**config.mk**
```make
export PLATFORM = sky130hd
export DESIGN_NAME = hall_tachometer_rpm_unit
export DESIGN_NICKNAME = d
export VERILOG_FILES = /design/src/sv/htr_pkg.sv /design/src/sv/htr_div.sv /design/src/sv/hall_tachometer_rpm_unit.sv
export VERILOG_INCLUDE_DIRS = /design/src /design/src/sv
export SDC_FILE = /design/constraint.sdc
export NUM_CORES = 1
export LEC_CHECK = 0
export BUFFER_PORTS_ARGS = -buffer_cell sky130_fd_sc_hd__buf_4
export CELL_PAD_IN_SITES_DETAIL_PLACEMENT = 1
export CELL_PAD_IN_SITES_GLOBAL_PLACEMENT = 2
export CORE_MARGIN = 2
export CORE_UTILIZATION = 44
export CTS_CLUSTER_DIAMETER = 60
export CTS_CLUSTER_SIZE = 12
export DETAILED_ROUTE_END_ITERATION = 10
export HOLD_SLACK_MARGIN = 0.12
export PLACE_DENSITY_LB_ADDON = 0.1
export SYNTH_ARGS = -nofsm -noshare
export SYNTH_HDL_FRONTEND = slang
export SYNTH_HIERARCHICAL = 1
export SYNTH_SLANG_ARGS = --single-unit
```
**constraint.sdc**
```tcl
create_clock -name clk -period 7.1 [get_ports clk]
set_input_delay 0 -clock clk [delete_from_list [all_inputs] [get_ports clk]]
set_output_delay 0 -clock clk [all_outputs]
set_load 0.01 [all_outputs]
```
**src/sv/hall_tachometer_rpm_unit_macros.svh**
```systemverilog
// Assertion macros for the hall tachometer rpm unit.
`ifndef HALL_TACHOMETER_RPM_UNIT_MACROS_SVH
`define HALL_TACHOMETER_RPM_UNIT_MACROS_SVH

// Same-cycle implication, disabled in reset.
`define HTR_ASSERT_IMP(label, clk, rst_n, ante, cons) \
  label: assert property (@(posedge clk) disable iff (!rst_n) (ante) |-> (cons)) \
    else $error("htr assertion failed");

// Next-cycle implication, disabled in reset.
`define HTR_ASSERT_NXT(label, clk, rst_n, ante, cons) \
  label: assert property (@(posedge clk) disable iff (!rst_n) (ante) |=> (cons)) \
    else $error("htr assertion failed");

`endif

```
**src/sv/htr_pkg.sv**
```systemverilog
// Types and constants shared by the hall tachometer rpm unit.
package htr_pkg;

  localparam int TIME_W = 32;
  localparam int SPAN_W = 6;
  localparam int CPR_W  = 8;
  localparam int CFG_W  = 32;
  localparam int RPM_W  = 40;

  localparam logic [CPR_W-1:0]  CPR_RST     = 8'd1;
  localparam logic [TIME_W-1:0] TIMEOUT_RST = 32'd3000000;
  // 60e6 us per minute, times 256 for 8 fraction bits
  localparam logic [RPM_W-1:0]  US_MIN_FRAC = 40'd15360000000;

  typedef enum logic [1:0] {
    FUNC_PULSE = 2'd0,
    FUNC_QUERY = 2'd1,
    FUNC_CLEAR = 2'd2
  } htr_func_t;

  typedef enum logic [0:0] {
    REG_CPR     = 1'b0,
    REG_TIMEOUT = 1'b1
  } htr_reg_t;

  typedef enum logic [2:0] {
    ST_IDLE,
    ST_RD_NEW,
    ST_RD_OLD,
    ST_SPAN,
    ST_MUL,
    ST_DIV_GO,
    ST_DIV,
    ST_DONE
  } htr_state_t;

  typedef struct packed {
    logic busy;
    logic done;
  } htr_div_sts_t;

endpackage

```
**src/sv/htr_div.sv**
```systemverilog
// Restoring divider, one quotient bit per cycle.
module htr_div (
  input  logic                          clk,
  input  logic                          rst_n,
  input  logic                          start,
  input  logic [htr_pkg::RPM_W-1:0]     num,
  input  logic [htr_pkg::RPM_W-1:0]     den,
  output logic [htr_pkg::RPM_W-1:0]     quot,
  output htr_pkg::htr_div_sts_t         sts
);

  localparam int W  = htr_pkg::RPM_W;
  localparam int CW = $clog2(W);

  logic          busy_r;
  logic          done_r;
  logic [CW-1:0] cnt_r;
  logic [W-1:0]  rem_r;
  logic [W-1:0]  quo_r;
  logic [W-1:0]  den_r;
  logic [W:0]    trial;
  logic [W:0]    diff;
  logic          ge;

  assign trial = {rem_r, quo_r[W-1]};
  assign diff  = trial - {1'b0, den_r};
  assign ge    = (trial >= {1'b0, den_r});

  always_ff @(posedge clk) begin
    if (!rst_n) begin
      busy_r <= 1'b0;
      done_r <= 1'b0;
      cnt_r  <= '0;
    end else begin
      done_r <= 1'b0;
      if (start) begin
        busy_r <= 1'b1;
        cnt_r  <= '0;
      end else if (busy_r) begin
        cnt_r <= cnt_r + 1'b1;
        if (cnt_r == CW'(W - 1)) begin
          busy_r <= 1'b0;
          done_r <= 1'b1;
        end
      end
    end
  end

  always_ff @(posedge clk) begin
    if (start) begin
      rem_r <= '0;
      quo_r <= num;
      den_r <= den;
    end else if (busy_r) begin
      rem_r <= ge ? diff[W-1:0] : trial[W-1:0];
      quo_r <= {quo_r[W-2:0], ge};
    end
  end

  assign quot     = quo_r;
  assign sts.busy = busy_r;
  assign sts.done = done_r;

endmodule

```
**src/sv/hall_tachometer_rpm_unit.sv**
```systemverilog
// Hall tachometer rpm unit: pulse ring, bit-serial multiply, serial divide.
// Pulse and clear items give no result.
// A stopped query goes straight to the result; on a zero span it ends after 2 ring
// reads and the span; else 8 shift-add steps and 40 divider steps follow.
// One item at a time; the next is taken once the result sits in the output register.
// Synchronous reset restores register defaults and empties the ring at once.
`include "hall_tachometer_rpm_unit_macros.svh"

module hall_tachometer_rpm_unit #(
  parameter int DEPTH = 10
) (
  input  logic                           clk,
  input  logic                           rst_n,
  input  logic                           cfg_we,
  input  logic [0:0]                     cfg_index,
  input  logic [htr_pkg::CFG_W-1:0]      cfg_data,
  input  logic                           in_valid,
  output logic                           in_ready,
  input  logic [1:0]                     in_func,
  input  logic [htr_pkg::TIME_W-1:0]     in_time_us,
  input  logic [htr_pkg::SPAN_W-1:0]     in_sample_span,
  output logic                           out_valid,
  input  logic                           out_ready,
  output logic [htr_pkg::RPM_W-1:0]      out_rpm_fixed,
  output logic                           out_stopped
);

  localparam int TW  = htr_pkg::TIME_W;
  localparam int SW  = htr_pkg::SPAN_W;
  localparam int RW  = htr_pkg::RPM_W;
  localparam int CPW = htr_pkg::CPR_W;
  localparam int IW  = $clog2(DEPTH);
  localparam int VCW = $clog2(DEPTH + 1);
  localparam int XW  = ((IW > SW) ? IW : SW) + 1;
  localparam int MCW = $clog2(CPW);

  htr_pkg::htr_state_t   state_r, state_nxt;
  htr_pkg::htr_div_sts_t div_sts;

  logic [CPW-1:0] cpr_r;
  logic [TW-1:0]  timeout_r;
  logic [IW-1:0]  wr_idx_r;
  logic [VCW-1:0] vcnt_r;
  logic [TW-1:0]  last_r;
  logic [TW-1:0]  ring_mem [DEPTH];
  logic [IW-1:0]  rd_addr_r;
  logic [IW-1:0]  old_addr_r;
  logic [TW-1:0]  rd_data_r;
  logic [TW-1:0]  newest_r;
  logic [SW-1:0]  n_r;
  logic [SW-1:0]  n_sh_r;
  logic [RW-1:0]  k_sh_r;
  logic [CPW-1:0] cpr_sh_r;
  logic [RW-1:0]  span_sh_r;
  logic [RW-1:0]  num_r;
  logic [RW-1:0]  den_r;
  logic [MCW-1:0] mcnt_r;
  logic [RW-1:0]  res_rpm_r;
  logic           res_stop_r;
  logic           out_valid_r;
  logic [RW-1:0]  out_rpm_r;
  logic           out_stopped_r;

  logic           in_xfer;
  logic           pulse_we;
  logic           div_start;
  logic           out_load;
  logic [TW-1:0]  elapsed;
  logic           stop_now;
  logic [TW-1:0]  span_w;
  logic [XW-1:0]  n_x;
  logic [XW-1:0]  new_x;
  logic [XW-1:0]  old_x;
  logic [SW-1:0]  n_sel;
  logic [IW-1:0]  newest_addr;
  logic [IW-1:0]  oldest_addr;
  logic [RW-1:0]  div_quot;

  assign in_xfer  = in_valid && in_ready;
  assign pulse_we = in_xfer && (in_func == htr_pkg::FUNC_PULSE);
  assign elapsed  = in_time_us - last_r;
  assign stop_now = (vcnt_r < VCW'(2)) || (elapsed > timeout_r);
  assign span_w   = newest_r - rd_data_r;

  always_comb begin
    n_x = XW'(in_sample_span);
    if (n_x >= XW'(vcnt_r)) n_x = XW'(vcnt_r) - 1'b1;
    if (n_x >= XW'(DEPTH)) n_x = XW'(DEPTH - 1);
    n_sel       = n_x[SW-1:0];
    newest_addr = (wr_idx_r == '0) ? IW'(DEPTH - 1) : wr_idx_r - 1'b1;
    new_x       = XW'(newest_addr);
    old_x       = (new_x >= n_x) ? new_x - n_x : new_x + XW'(DEPTH) - n_x;
    oldest_addr = old_x[IW-1:0];
  end

  always_ff @(posedge clk) begin
    if (!rst_n) state_r <= htr_pkg::ST_IDLE;
    else state_r <= state_nxt;
  end

  always_comb begin
    state_nxt = state_r;
    in_ready  = 1'b0;
    div_start = 1'b0;
    out_load  = 1'b0;
    case (state_r)
      htr_pkg::ST_IDLE: begin
        in_ready = 1'b1;
        if (in_valid && (in_func == htr_pkg::FUNC_QUERY)) begin
          state_nxt = stop_now ? htr_pkg::ST_DONE : htr_pkg::ST_RD_NEW;
        end
      end
      htr_pkg::ST_RD_NEW: state_nxt = htr_pkg::ST_RD_OLD;
      htr_pkg::ST_RD_OLD: state_nxt = htr_pkg::ST_SPAN;
      htr_pkg::ST_SPAN: begin
        state_nxt = (span_w == '0) ? htr_pkg::ST_DONE : htr_pkg::ST_MUL;
      end
      htr_pkg::ST_MUL: begin
        if (mcnt_r == MCW'(CPW - 1)) state_nxt = htr_pkg::ST_DIV_GO;
      end
      htr_pkg::ST_DIV_GO: begin
        div_start = 1'b1;
        state_nxt = htr_pkg::ST_DIV;
      end
      htr_pkg::ST_DIV: begin
        if (div_sts.done) state_nxt = htr_pkg::ST_DONE;
      end
      htr_pkg::ST_DONE: begin
        if (!out_valid_r || out_ready) begin
          out_load  = 1'b1;
          state_nxt = htr_pkg::ST_IDLE;
        end
      end
      default: state_nxt = htr_pkg::ST_IDLE;
    endcase
  end

  always_ff @(posedge clk) begin
    if (!rst_n) begin
      cpr_r       <= htr_pkg::CPR_RST;
      timeout_r   <= htr_pkg::TIMEOUT_RST;
      wr_idx_r    <= '0;
      vcnt_r      <= '0;
      last_r      <= '0;
      out_valid_r <= 1'b0;
    end else begin
      if (cfg_we) begin
        case (htr_pkg::htr_reg_t'(cfg_index))
          htr_pkg::REG_CPR:     cpr_r     <= cfg_data[CPW-1:0];
          htr_pkg::REG_TIMEOUT: timeout_r <= cfg_data[TW-1:0];
          default: ;
        endcase
      end
      if (in_xfer) begin
        case (htr_pkg::htr_func_t'(in_func))
          htr_pkg::FUNC_PULSE: begin
            wr_idx_r <= (wr_idx_r == IW'(DEPTH - 1)) ? '0 : wr_idx_r + 1'b1;
            if (vcnt_r != VCW'(DEPTH)) vcnt_r <= vcnt_r + 1'b1;
            last_r <= in_time_us;
          end
          htr_pkg::FUNC_CLEAR: begin
            wr_idx_r <= '0;
            vcnt_r   <= '0;
            last_r   <= '0;
          end
          default: ;
        endcase
      end
      if (out_load) out_valid_r <= 1'b1;
      else if (out_ready) out_valid_r <= 1'b0;
    end
  end

  always_ff @(posedge clk) begin
    if (pulse_we) ring_mem[wr_idx_r] <= in_time_us;
    rd_data_r <= ring_mem[rd_addr_r];
  end

  always_ff @(posedge clk) begin
    case (state_r)
      htr_pkg::ST_IDLE: begin
        if (in_xfer) begin
          rd_addr_r  <= newest_addr;
          old_addr_r <= oldest_addr;
          n_r        <= n_sel;
          res_rpm_r  <= '0;
          res_stop_r <= 1'b1;
        end
      end
      htr_pkg::ST_RD_NEW: rd_addr_r <= old_addr_r;
      htr_pkg::ST_RD_OLD: newest_r <= rd_data_r;
      htr_pkg::ST_SPAN: begin
        res_rpm_r  <= '0;
        res_stop_r <= 1'b0;
        span_sh_r  <= RW'(span_w);
        cpr_sh_r   <= (cpr_r == '0) ? CPW'(1) : cpr_r;
        n_sh_r     <= n_r;
        k_sh_r     <= htr_pkg::US_MIN_FRAC;
        num_r      <= '0;
        den_r      <= '0;
        mcnt_r     <= '0;
      end
      htr_pkg::ST_MUL: begin
        if (cpr_sh_r[0]) den_r <= den_r + span_sh_r;
        if (n_sh_r[0]) num_r <= num_r + k_sh_r;
        cpr_sh_r  <= cpr_sh_r >> 1;
        n_sh_r    <= n_sh_r >> 1;
        span_sh_r <= span_sh_r << 1;
        k_sh_r    <= k_sh_r << 1;
        mcnt_r    <= mcnt_r + 1'b1;
      end
      htr_pkg::ST_DIV: begin
        if (div_sts.done) res_rpm_r <= div_quot;
      end
      htr_pkg::ST_DONE: begin
        if (out_load) begin
          out_rpm_r     <= res_rpm_r;
          out_stopped_r <= res_stop_r;
        end
      end
      default: ;
    endcase
  end

  htr_div u_div (
    .clk   (clk),
    .rst_n (rst_n),
    .start (div_start),
    .num   (num_r),
    .den   (den_r),
    .quot  (div_quot),
    .sts   (div_sts)
  );

  assign out_valid     = out_valid_r;
  assign out_rpm_fixed = out_rpm_r;
  assign out_stopped   = out_stopped_r;

  `HTR_ASSERT_IMP(a_vcnt_bound, clk, rst_n, 1'b1, vcnt_r <= VCW'(DEPTH))
  `HTR_ASSERT_IMP(a_stop_zero, clk, rst_n, out_valid_r && out_stopped_r, out_rpm_r == '0)
  `HTR_ASSERT_IMP(a_div_owner, clk, rst_n, div_sts.busy || div_sts.done, state_r == htr_pkg::ST_DIV)
  `HTR_ASSERT_NXT(a_div_done, clk, rst_n, (state_r == htr_pkg::ST_DIV) && div_sts.done, state_r == htr_pkg::ST_DONE)

endmodule
```
Yosys cells after proc, flatten, opt, wreduce, memory -nomap -nowiden
Memory sizes are Yosys's and may differ from the RTL's. A register that Yosys moved wholly into a read port is not among the register bits.
Index checks and enable logic that the tools add are counted.
{"block": "op_classes", "n_addsub": 14, "order_cmp": 6, "eq_ne": 21, "mux": 48, "bitwise": 3, "n_reduce_logical": 32}
{"operator": "$pmux W40 S2", "n": 4}
{"operator": "$mux W40", "n": 7}
{"operator": "$pmux W40 S3", "n": 1}
{"operator": "$add A40 B40 Y40", "n": 2}
{"operator": "$pmux W32 S2", "n": 1}
{"operator": "$sub A32 B32 Y32", "n": 2}
{"operator": "$ge A41 B40 Y1", "n": 1}
{"operator": "$sub A40 B40 Y40", "n": 1}
{"operator": "$gt A32 B32 Y1", "n": 1}
{"operator": "$logic_not A32 Y1", "n": 1}
{"operator": "$pmux W3 S8", "n": 1}
{"operator": "$pmux W4 S2", "n": 3}
{"operator": "$mux W4", "n": 5}
{"operator": "$reduce_and A2 Y1", "n": 9}
{"operator": "$pmux W8 S2", "n": 1}
{"operator": "$eq A3 B3 Y1 const B", "n": 5}
{"operator": "$mux W3", "n": 5}
{"operator": "$mux W7", "n": 2}
{"operator": "$mux W1", "n": 13}
{"operator": "$ne A2 B2 Y1 const B", "n": 6}
{"operator": "$pmux W6 S2", "n": 1}
{"operator": "$reduce_bool A2 Y1", "n": 6}
{"operator": "$add A4 B1 Y4 const B", "n": 2}
{"operator": "$logic_not A8 Y1", "n": 1}
{"operator": "34 further kinds", "n": 43}
{"block": "word_totals", "reg_bits": 517, "ram_bits": 320, "elab_cells": 153, "mem_count": 1}
{"name": "ring_mem", "depth": 10, "word_bits": 32, "rd": 1, "rd_clocked_by_memory_dff": 1, "wr": 1, "line": "hall_tachometer_rpm_unit.sv:45", "rtl": "logic [TW-1:0] ring_mem [DEPTH];"}

Longest topological paths before layout
Gate-level depths: netlist of the first run.
{"block": "logic_depth", "depth_word": 6, "ltp_mapped": 24, "ltp_nobuf": 24}

By module
Netlist of the first run, hierarchy kept.
{"module": "hall_tachometer_rpm_unit", "instances": 1, "cells_per_inst": 2661, "area_each_um2": 33364.5}
{"module": "htr_div", "instances": 1, "cells_per_inst": 729, "area_each_um2": 7379.6}

Least setup slack after synthesis of the first run
OpenSTA, ideal clock, no wires.
{"block": "synth_timing", "path_type": "register to register", "start": "register state_r[2]", "end": "memory ring_mem[9][0] (netlist bit), enable pin", "setup_ps": 501, "arrival_time_ps": 4814, "required_time_ps": 6599, "setup_slack_ps": 1785, "stages_incl_launch_ff": 8, "synth_period_minus_slack_ps": 5315, "path_cell_list": "dfxtp_1 clkbuf_1 nor3_1 nand2_1 or2_2 clkbuf_1 clkbuf_1 nor4_1"}
{"block": "synth_between", "elab_chain_cells": 6}
{"item": "start, declared", "line": "hall_tachometer_rpm_unit.sv:37", "rtl": "htr_pkg::htr_state_t state_r, state_nxt;"}
{"item": "start signal, assigned", "line": "hall_tachometer_rpm_unit.sv:97", "rtl": "if (!rst_n) state_r <= htr_pkg::ST_IDLE;"}
{"item": "start signal, assigned", "line": "hall_tachometer_rpm_unit.sv:98", "rtl": "else state_r <= state_nxt;"}
{"item": "$logic_not A3 Y1", "line": "hall_tachometer_rpm_unit.sv:106", "rtl": "case (state_r)"}
{"item": "$mux W1", "line": "hall_tachometer_rpm_unit.sv:106"}
{"item": "net in_ready", "line": "hall_tachometer_rpm_unit.sv:18", "rtl": "output logic in_ready,"}
{"item": "$logic_and A1 B1 Y1", "line": "hall_tachometer_rpm_unit.sv:79", "rtl": "assign in_xfer = in_valid && in_ready;"}
{"item": "$logic_and A1 B1 Y1", "line": "hall_tachometer_rpm_unit.sv:80", "rtl": "assign pulse_we = in_xfer && (in_func == htr_pkg::FUNC_PULSE);"}
{"item": "$mux W1", "line": "hall_tachometer_rpm_unit.sv:175", "rtl": "if (pulse_we) ring_mem[wr_idx_r] <= in_time_us;"}
{"item": "$mux W1 (implied by the code)", "line": "hall_tachometer_rpm_unit.sv:175"}
{"item": "end, declared", "line": "hall_tachometer_rpm_unit.sv:45"}
The timed path passes the listed nets, and every way through them passes these cells.

Final worst setup path of the first run
{"block": "layout_timing", "start": "input in_time_us[0] (netlist bit)", "end": "register state_r[1]"}
{"block": "layout_between", "elab_chain_cells": 6}
{"item": "start, declared", "line": "hall_tachometer_rpm_unit.sv:20", "rtl": "input logic [htr_pkg::TIME_W-1:0] in_time_us,"}
{"item": "$sub A32 B32 Y32", "line": "hall_tachometer_rpm_unit.sv:81", "rtl": "assign elapsed = in_time_us - last_r;"}
{"item": "$gt A32 B32 Y1", "line": "hall_tachometer_rpm_unit.sv:82", "rtl": "assign stop_now = (vcnt_r < VCW'(2)) || (elapsed > timeout_r);"}
{"item": "$logic_or A1 B1 Y1", "line": "hall_tachometer_rpm_unit.sv:82"}
{"item": "$mux W3", "line": "hall_tachometer_rpm_unit.sv:110", "rtl": "state_nxt = stop_now ? htr_pkg::ST_DONE : htr_pkg::ST_RD_NEW;"}
{"item": "$mux W3", "line": "hall_tachometer_rpm_unit.sv:109", "rtl": "if (in_valid && (in_func == htr_pkg::FUNC_QUERY)) begin"}
{"item": "$pmux W3 S8", "line": "hall_tachometer_rpm_unit.sv:106"}
No other way between the ends. The select of a mux whose other input is x is not followed.
A chain may end at the register's enable or synchronous reset.

==> impl_results.md, run 1 <==
- Hold Fails Final Rpt: 0
- Crit Path Class: in -> reg
- Remaining Overflow, GRT: 0
- R2R Path End: state_r[1]
- Core box area: 91,700 sq um
- DP HPWL: 71,000 um
- Initial Util: 0.444
- DR WL met3: 3180 um
- Remaining antenna violation count: 0
- WL/cell: 21.5 um
- Root Driver: clkbuf_16
- Maximum vdd ir drop: 239 uV
- Area delta synth->final: 16.4%
- Fillers: 9,431
- Vias per cell: 5.51
- Worst-path fanout max: 6
- PwrDens: 399 nW/um^2
- First-pass GRT wire length: 166,000 um
- # rows: 111
- Total GRT Usage: 0.225
- Slew Limit Fails: 0
- Delay-heaviest family, CP: compound AO/OA/AOI/OAI gates
- Hold EP: ring_mem[2][13]
- TritonCTS Buffers: 93
- CTS max path bufs: 3
- Clock Pin Slew Worst Setup and Hold Paths: 60 ps
- DRT Wirelength: 106,000 um
- R2R setup slack: 1800 ps
- Fmax: 176 MHz
- Count of input and output buffers: 120
- Fraction of final layout cells sized beyond drive strength 1: 0.118
- Synth warn: 6
- GPL Wtd Cong: 0.847
- Routed via count: 27,153
- Met2 wire length: 53,900 um
- Setup tns final: 0 ps
- Iter 0 DRT Violations: 1,380
- Endpoints failing setup: 0
- Post-CTS Setup Repair Bufs: 0
- Status: complete, no violations
- DR DRC count: 0
- M1 wire length: 45,600 um
- Avg Cell Area, Syn: 12.0 sq um
- Initial antenna violation count: 5
- Worst skew pair latency: 680 ps
- DR top layer: met5
- Pin slew with the least headroom to its limit: 1190 ps
- Worst hold path class: in -> reg
- Htree depth: 3
- Resize count post-CTS: 0
- CP startpoint kind: primary input
- Syn Inst Count: 3,389
- Fin nets: 3,958
- WP buf/inv: 5
- CTS sink cnt: 837
- Reg2reg path depth: 21
- Final min period: 5690 ps
- Pwr Total: 18.9 mW
- Slew HR: 0.204
- Critical Path RT: 7690 ps
- Post-Syn Area: 40,700 sq um
- CP Capture Type: flip-flop
- Largest net degree at the start of global routing: 97
- Hold depth: 2
- Die W: 308 um
- Unrepaired setup endpoints after global routing: no
- Slowest CP cell: dlygate4sd3_1
- Worst R2R Start: last_r[0]
- Largest stage delay on the critical path: 580 ps
- Vias in the first global route: 28,917
- P_leak: 17.7 nW
- Worst Skew: 30.7 ps
- Die Ht: 308 um
- Final worst-path cycle share: 0.802
- Ports: 121
- Total die area: 95,000 sq um
- CTS tree: yes
- Worst EP arrival: 6280 ps
- Max Cap Viol: 0
- Hold path startpoint: in_time_us[13]
- Pre-antenna DRT Iters: 5
[worst max-delay path by stage]
stage | end | slack (ps) | startpoint | depth (start not counted)
6_report | state_r[1] | 1410 | in_time_us[0] | 25
5_1_grt | state_r[1] | 1080 | in_time_us[0] | 25
4_1_cts | state_r[1] | 1480 | in_time_us[0] | 25
3_5_place_dp | state_r[1] | 1860 | last_r[0] | 21
3_3_place_gp | state_r[1] | 2090 | last_r[0] | 21
2_1_floorplan | ring_mem[9][0] | 1780 | state_r[2] | 7
[placed cells by master (no fill, tap or decap), drive strengths merged, types with 47 or more instances in the layout]
| cell | count |
|---|---|
| nor2 | 192 |
| dfxtp | 164 |
| dlygate4sd3 | 156 |
| a211oi | 68 |
| nand2 | 295 |
| xnor2 | 75 |
| clkbuf | 138 |
| nor2b | 62 |
| mux2i | 47 |
| a21oi | 266 |
| edfxtp | 673 |
| inv | 220 |
| a21o | 101 |
| o21ai | 141 |
| mux4 | 64 |
| buf | 154 |
| ha | 213 |
| and2 | 54 |
| xor2 | 64 |
[metrics by stage]
stage | instances | instance area (sq um) | utilization | worst slack, ps | hold WS (ps)
final | 4926 | 47400 | 0.517 | 1410 | 169
after global routing | 4925 | 47400 | 0.517 | 1080 | 163
after CTS | 4922 | 47400 | 0.517 | 1480 | 127
after detailed placement | 4595 | 42900 | 0.468 | 1860 | 240
after global placement | 4595 | 42900 | 0.468 | 2090 | 233
after floorplan | 3406 | 40800 | - | 1780 | 88.9
[power by group]
group	total, mW	switching (mW)	internal [mW]
clock network	4.66	2.02	2.64
registers	6.98	0.472	6.50
logic	7.30	4.42	2.88
[metal layers]
metal	vias to the layer above	global-route usage
met4	2	0.0727
met1	13558	0.279
met5	-	0
li1	13035	-
met2	396	0.402
met3	162	0.0315
[layout make-up]
cell class	count	area [sq um]	share of cell area
antenna	4	10.0	0.000211
clock buffer	138	2590	0.0546
clock inverter	33	353	0.00744
inverter	210	788	0.0166
multi-input combinational	2208	16000	0.337
sequential	837	23500	0.495
tap	1186	1480	0.0313
timing repair buffer	310	2730	0.0576
[what timing repair did]
action | in CTS | in global routing
hold buffers | 156 | 0
endpoints found under the setup margin | 0 | 0
endpoints found under the hold margin | 431 | 0
[flip-flops by register name, summed over array words and instances (netlist names), 4 cells and up]
| signal | cells |
|---|---|
| res_rpm_r | 40 |
| u_div/cnt_r | 6 |
| k_sh_r | 24 |
| n_r | 6 |
| num_r | 24 |
| u_div/rem_r | 40 |
| cpr_r | 8 |
| newest_r | 32 |
| ring_mem | 320 |
| u_div/den_r | 40 |
| old_addr_r | 4 |
| cpr_sh_r | 8 |
| vcnt_r | 4 |
| last_r | 32 |
| span_sh_r | 40 |
| rd_data_r | 32 |
| n_sh_r | 6 |
| rd_addr_r | 4 |
| timeout_r | 32 |
| u_div/quot | 40 |
| wr_idx_r | 4 |
| out_rpm_fixed | 40 |
| den_r | 40 |
No activity file was read; power rests on OpenSTA's default activity.
==> inputs of run 2 (changes only) <==
clock period = 5.66 ns   (was 7.1 ns; I/O delays follow)
==> run 2 against run 1 <==
  * Wire length rose by 0.93%
  * Sequential share of layout area barely moved
  * Utilization barely moved
  * Flip-flop and latch count unchanged
  * Design area is essentially flat
  * Register-to-register slack got worse by 1400 ps
  * Clock skew grew 28 ps
  * Critical path depth shrank 9
  * Die area did not move
==> impl_results.md, run 2 (synthesis results as in run 1) <==
- DP HPWL: 71,800 um
- Worst skew pair latency: 680 ps
- Unrepaired setup endpoints after global routing: no
- First-pass GRT wire length: 168,000 um
- GPL Wtd Cong: 0.841
- Endpoints failing setup: 0
- # rows: 111
- Slew HR: 0.228
- Worst-path fanout max: 7
- Setup tns final: 0 ps
- CP startpoint kind: flip-flop
- Max Cap Viol: 0
- Htree depth: 3
- DR DRC count: 0
- Pin slew with the least headroom to its limit: 1160 ps
- Ports: 121
- Worst EP arrival: 5650 ps
- Count of input and output buffers: 120
- Remaining antenna violation count: 0
- Slew Limit Fails: 0
- P_leak: 17.7 nW
- Hold Fails Final Rpt: 0
- Fin nets: 3,963
- Initial Util: 0.444
- Final min period: 5220 ps
- Final worst-path cycle share: 0.922
- Fmax: 192 MHz
- Most common cell after layout, fill and taps aside: edfxtp_1
- Status: complete, no violations
- CP Capture Type: flip-flop
- Worst hold path class: in -> reg
- Routed via count: 27,203
- Post-CTS Setup Repair Bufs: 0
- Largest register FFs: 320
- WL/cell: 21.7 um
- Placed Cells: 4,602
- Clock Pin Slew Worst Setup and Hold Paths: 60 ps
- Worst Skew: 58.3 ps
- Vias in the first global route: 29,156
- Total GRT Usage: 0.227
- Fraction of final layout cells sized beyond drive strength 1: 0.119
- Root Driver: clkbuf_16
- CTS sink cnt: 837
- Pre-antenna DRT Iters: 5
- Remaining Overflow, GRT: 0
- Most frequent cells in the layout: 673 x edfxtp_1, 292 x nand2_1, 266 x a21oi_1, 213 x ha_1, 208 x inv_1
- Iter 0 DRT Violations: 1,455
- Core box area: 91,700 sq um
- Total die area: 95,000 sq um
- Die Ht: 308 um
- Hold path startpoint: in_time_us[13]
- TritonCTS Buffers: 92
- CP startpoint: vcnt_r[0]
- Maximum vdd ir drop: 317 uV
- Largest net degree at the start of global routing: 97
- Post-route insts no fill: 4,926
- DRT Wirelength: 107,000 um
- Worst R2R Start: vcnt_r[0]
- Top reg by flops: ring_mem
- Crit Path Class: reg -> reg
- Area delta synth->final: 16.3%
- Critical Path RT: 6090 ps
- CTS max path bufs: 3
- CTS tree: yes
- Initial antenna violation count: 4
- PwrDens: 500 nW/um^2
- Vias per cell: 5.52
- Die W: 308 um
==> run 2: routing by layer <==
layer | share of wire | GRT usage
met2 | 0.51 | 0.410
met4 | 0.024 | 0.0608
met1 | 0.44 | 0.286
met3 | 0.025 | 0.0293
met5 | 0 | 0
==> run 2: path summary, 6_finish.rpt <==
| path | end | slack (ps) | cells after the start |
|---|---|---|---|
| worst max-delay path | old_addr_r[1] | 440 | 16 |
| worst min-delay path | ring_mem[7][13] | 160 | 2 |
| worst max register to register | old_addr_r[1] | 440 | 16 |
| worst min register to register | out_rpm_fixed[25] | 420 | 0 |
==> run 2: power by group <==
group	switching (mW)	leakage, nW	internal, mW	total (mW)
Clock	2.54	1.36	3.19	5.73
Combinational	5.53	8.87	3.63	9.17
Sequential	0.627	7.48	8.16	8.78
Total	8.70	17.7	15.0	23.7
==> run 2: metrics by stage <==
stage	area (sq um)	worst slack (ps)	util	hold slack (ps)	power, mW
CTS	47400	469	0.517	120	23.9
floorplan	40800	345	-	88.9	15.5
finish	47400	439	0.517	160	23.7
global route	47400	23.4	0.517	141	25.3
global placement	43000	640	0.469	233	17.8
detailed placement	43000	462	0.469	236	18.0
==> run 2: final cells by class <==
| type | instances | area, sq um |
|---|---|---|
| antenna | 4 | 10.0 |
| clock buffer | 135 | 2490 |
| clock inverter | 30 | 355 |
| fill | 9430 | 44300 |
| inverter | 210 | 788 |
| multi-input combinational | 2208 | 16000 |
| sequential | 837 | 23500 |
| tap | 1186 | 1480 |
| timing repair buffer | 316 | 2790 |
==> run 2: timing repair <==
| item | in CTS | in global routing |
|---|---|---|
| hold buffers | 155 | 0 |
| gates resized for setup | 0 | 1 |
| setup endpoints to repair | 0 | 2 |
| endpoints found under the hold margin | 431 | 0 |
==> run 2: worst max-delay path, stage by stage, from the launching register on <==
cell and delay, ps:
dfxtp_1 480, ha_1 290, nand2b_1 150, a21o_1 180, a21o_1 190, a2111oi_1 470
buf_4 240, nand2_1 50, dlygate4sd3_1 550, o21ai_0 150, dlygate4sd3_1 630, nand2_1 110
ha_1 410, a21oi_1 190, nand2_1 80, a21oi_1 400, mux2_2 390
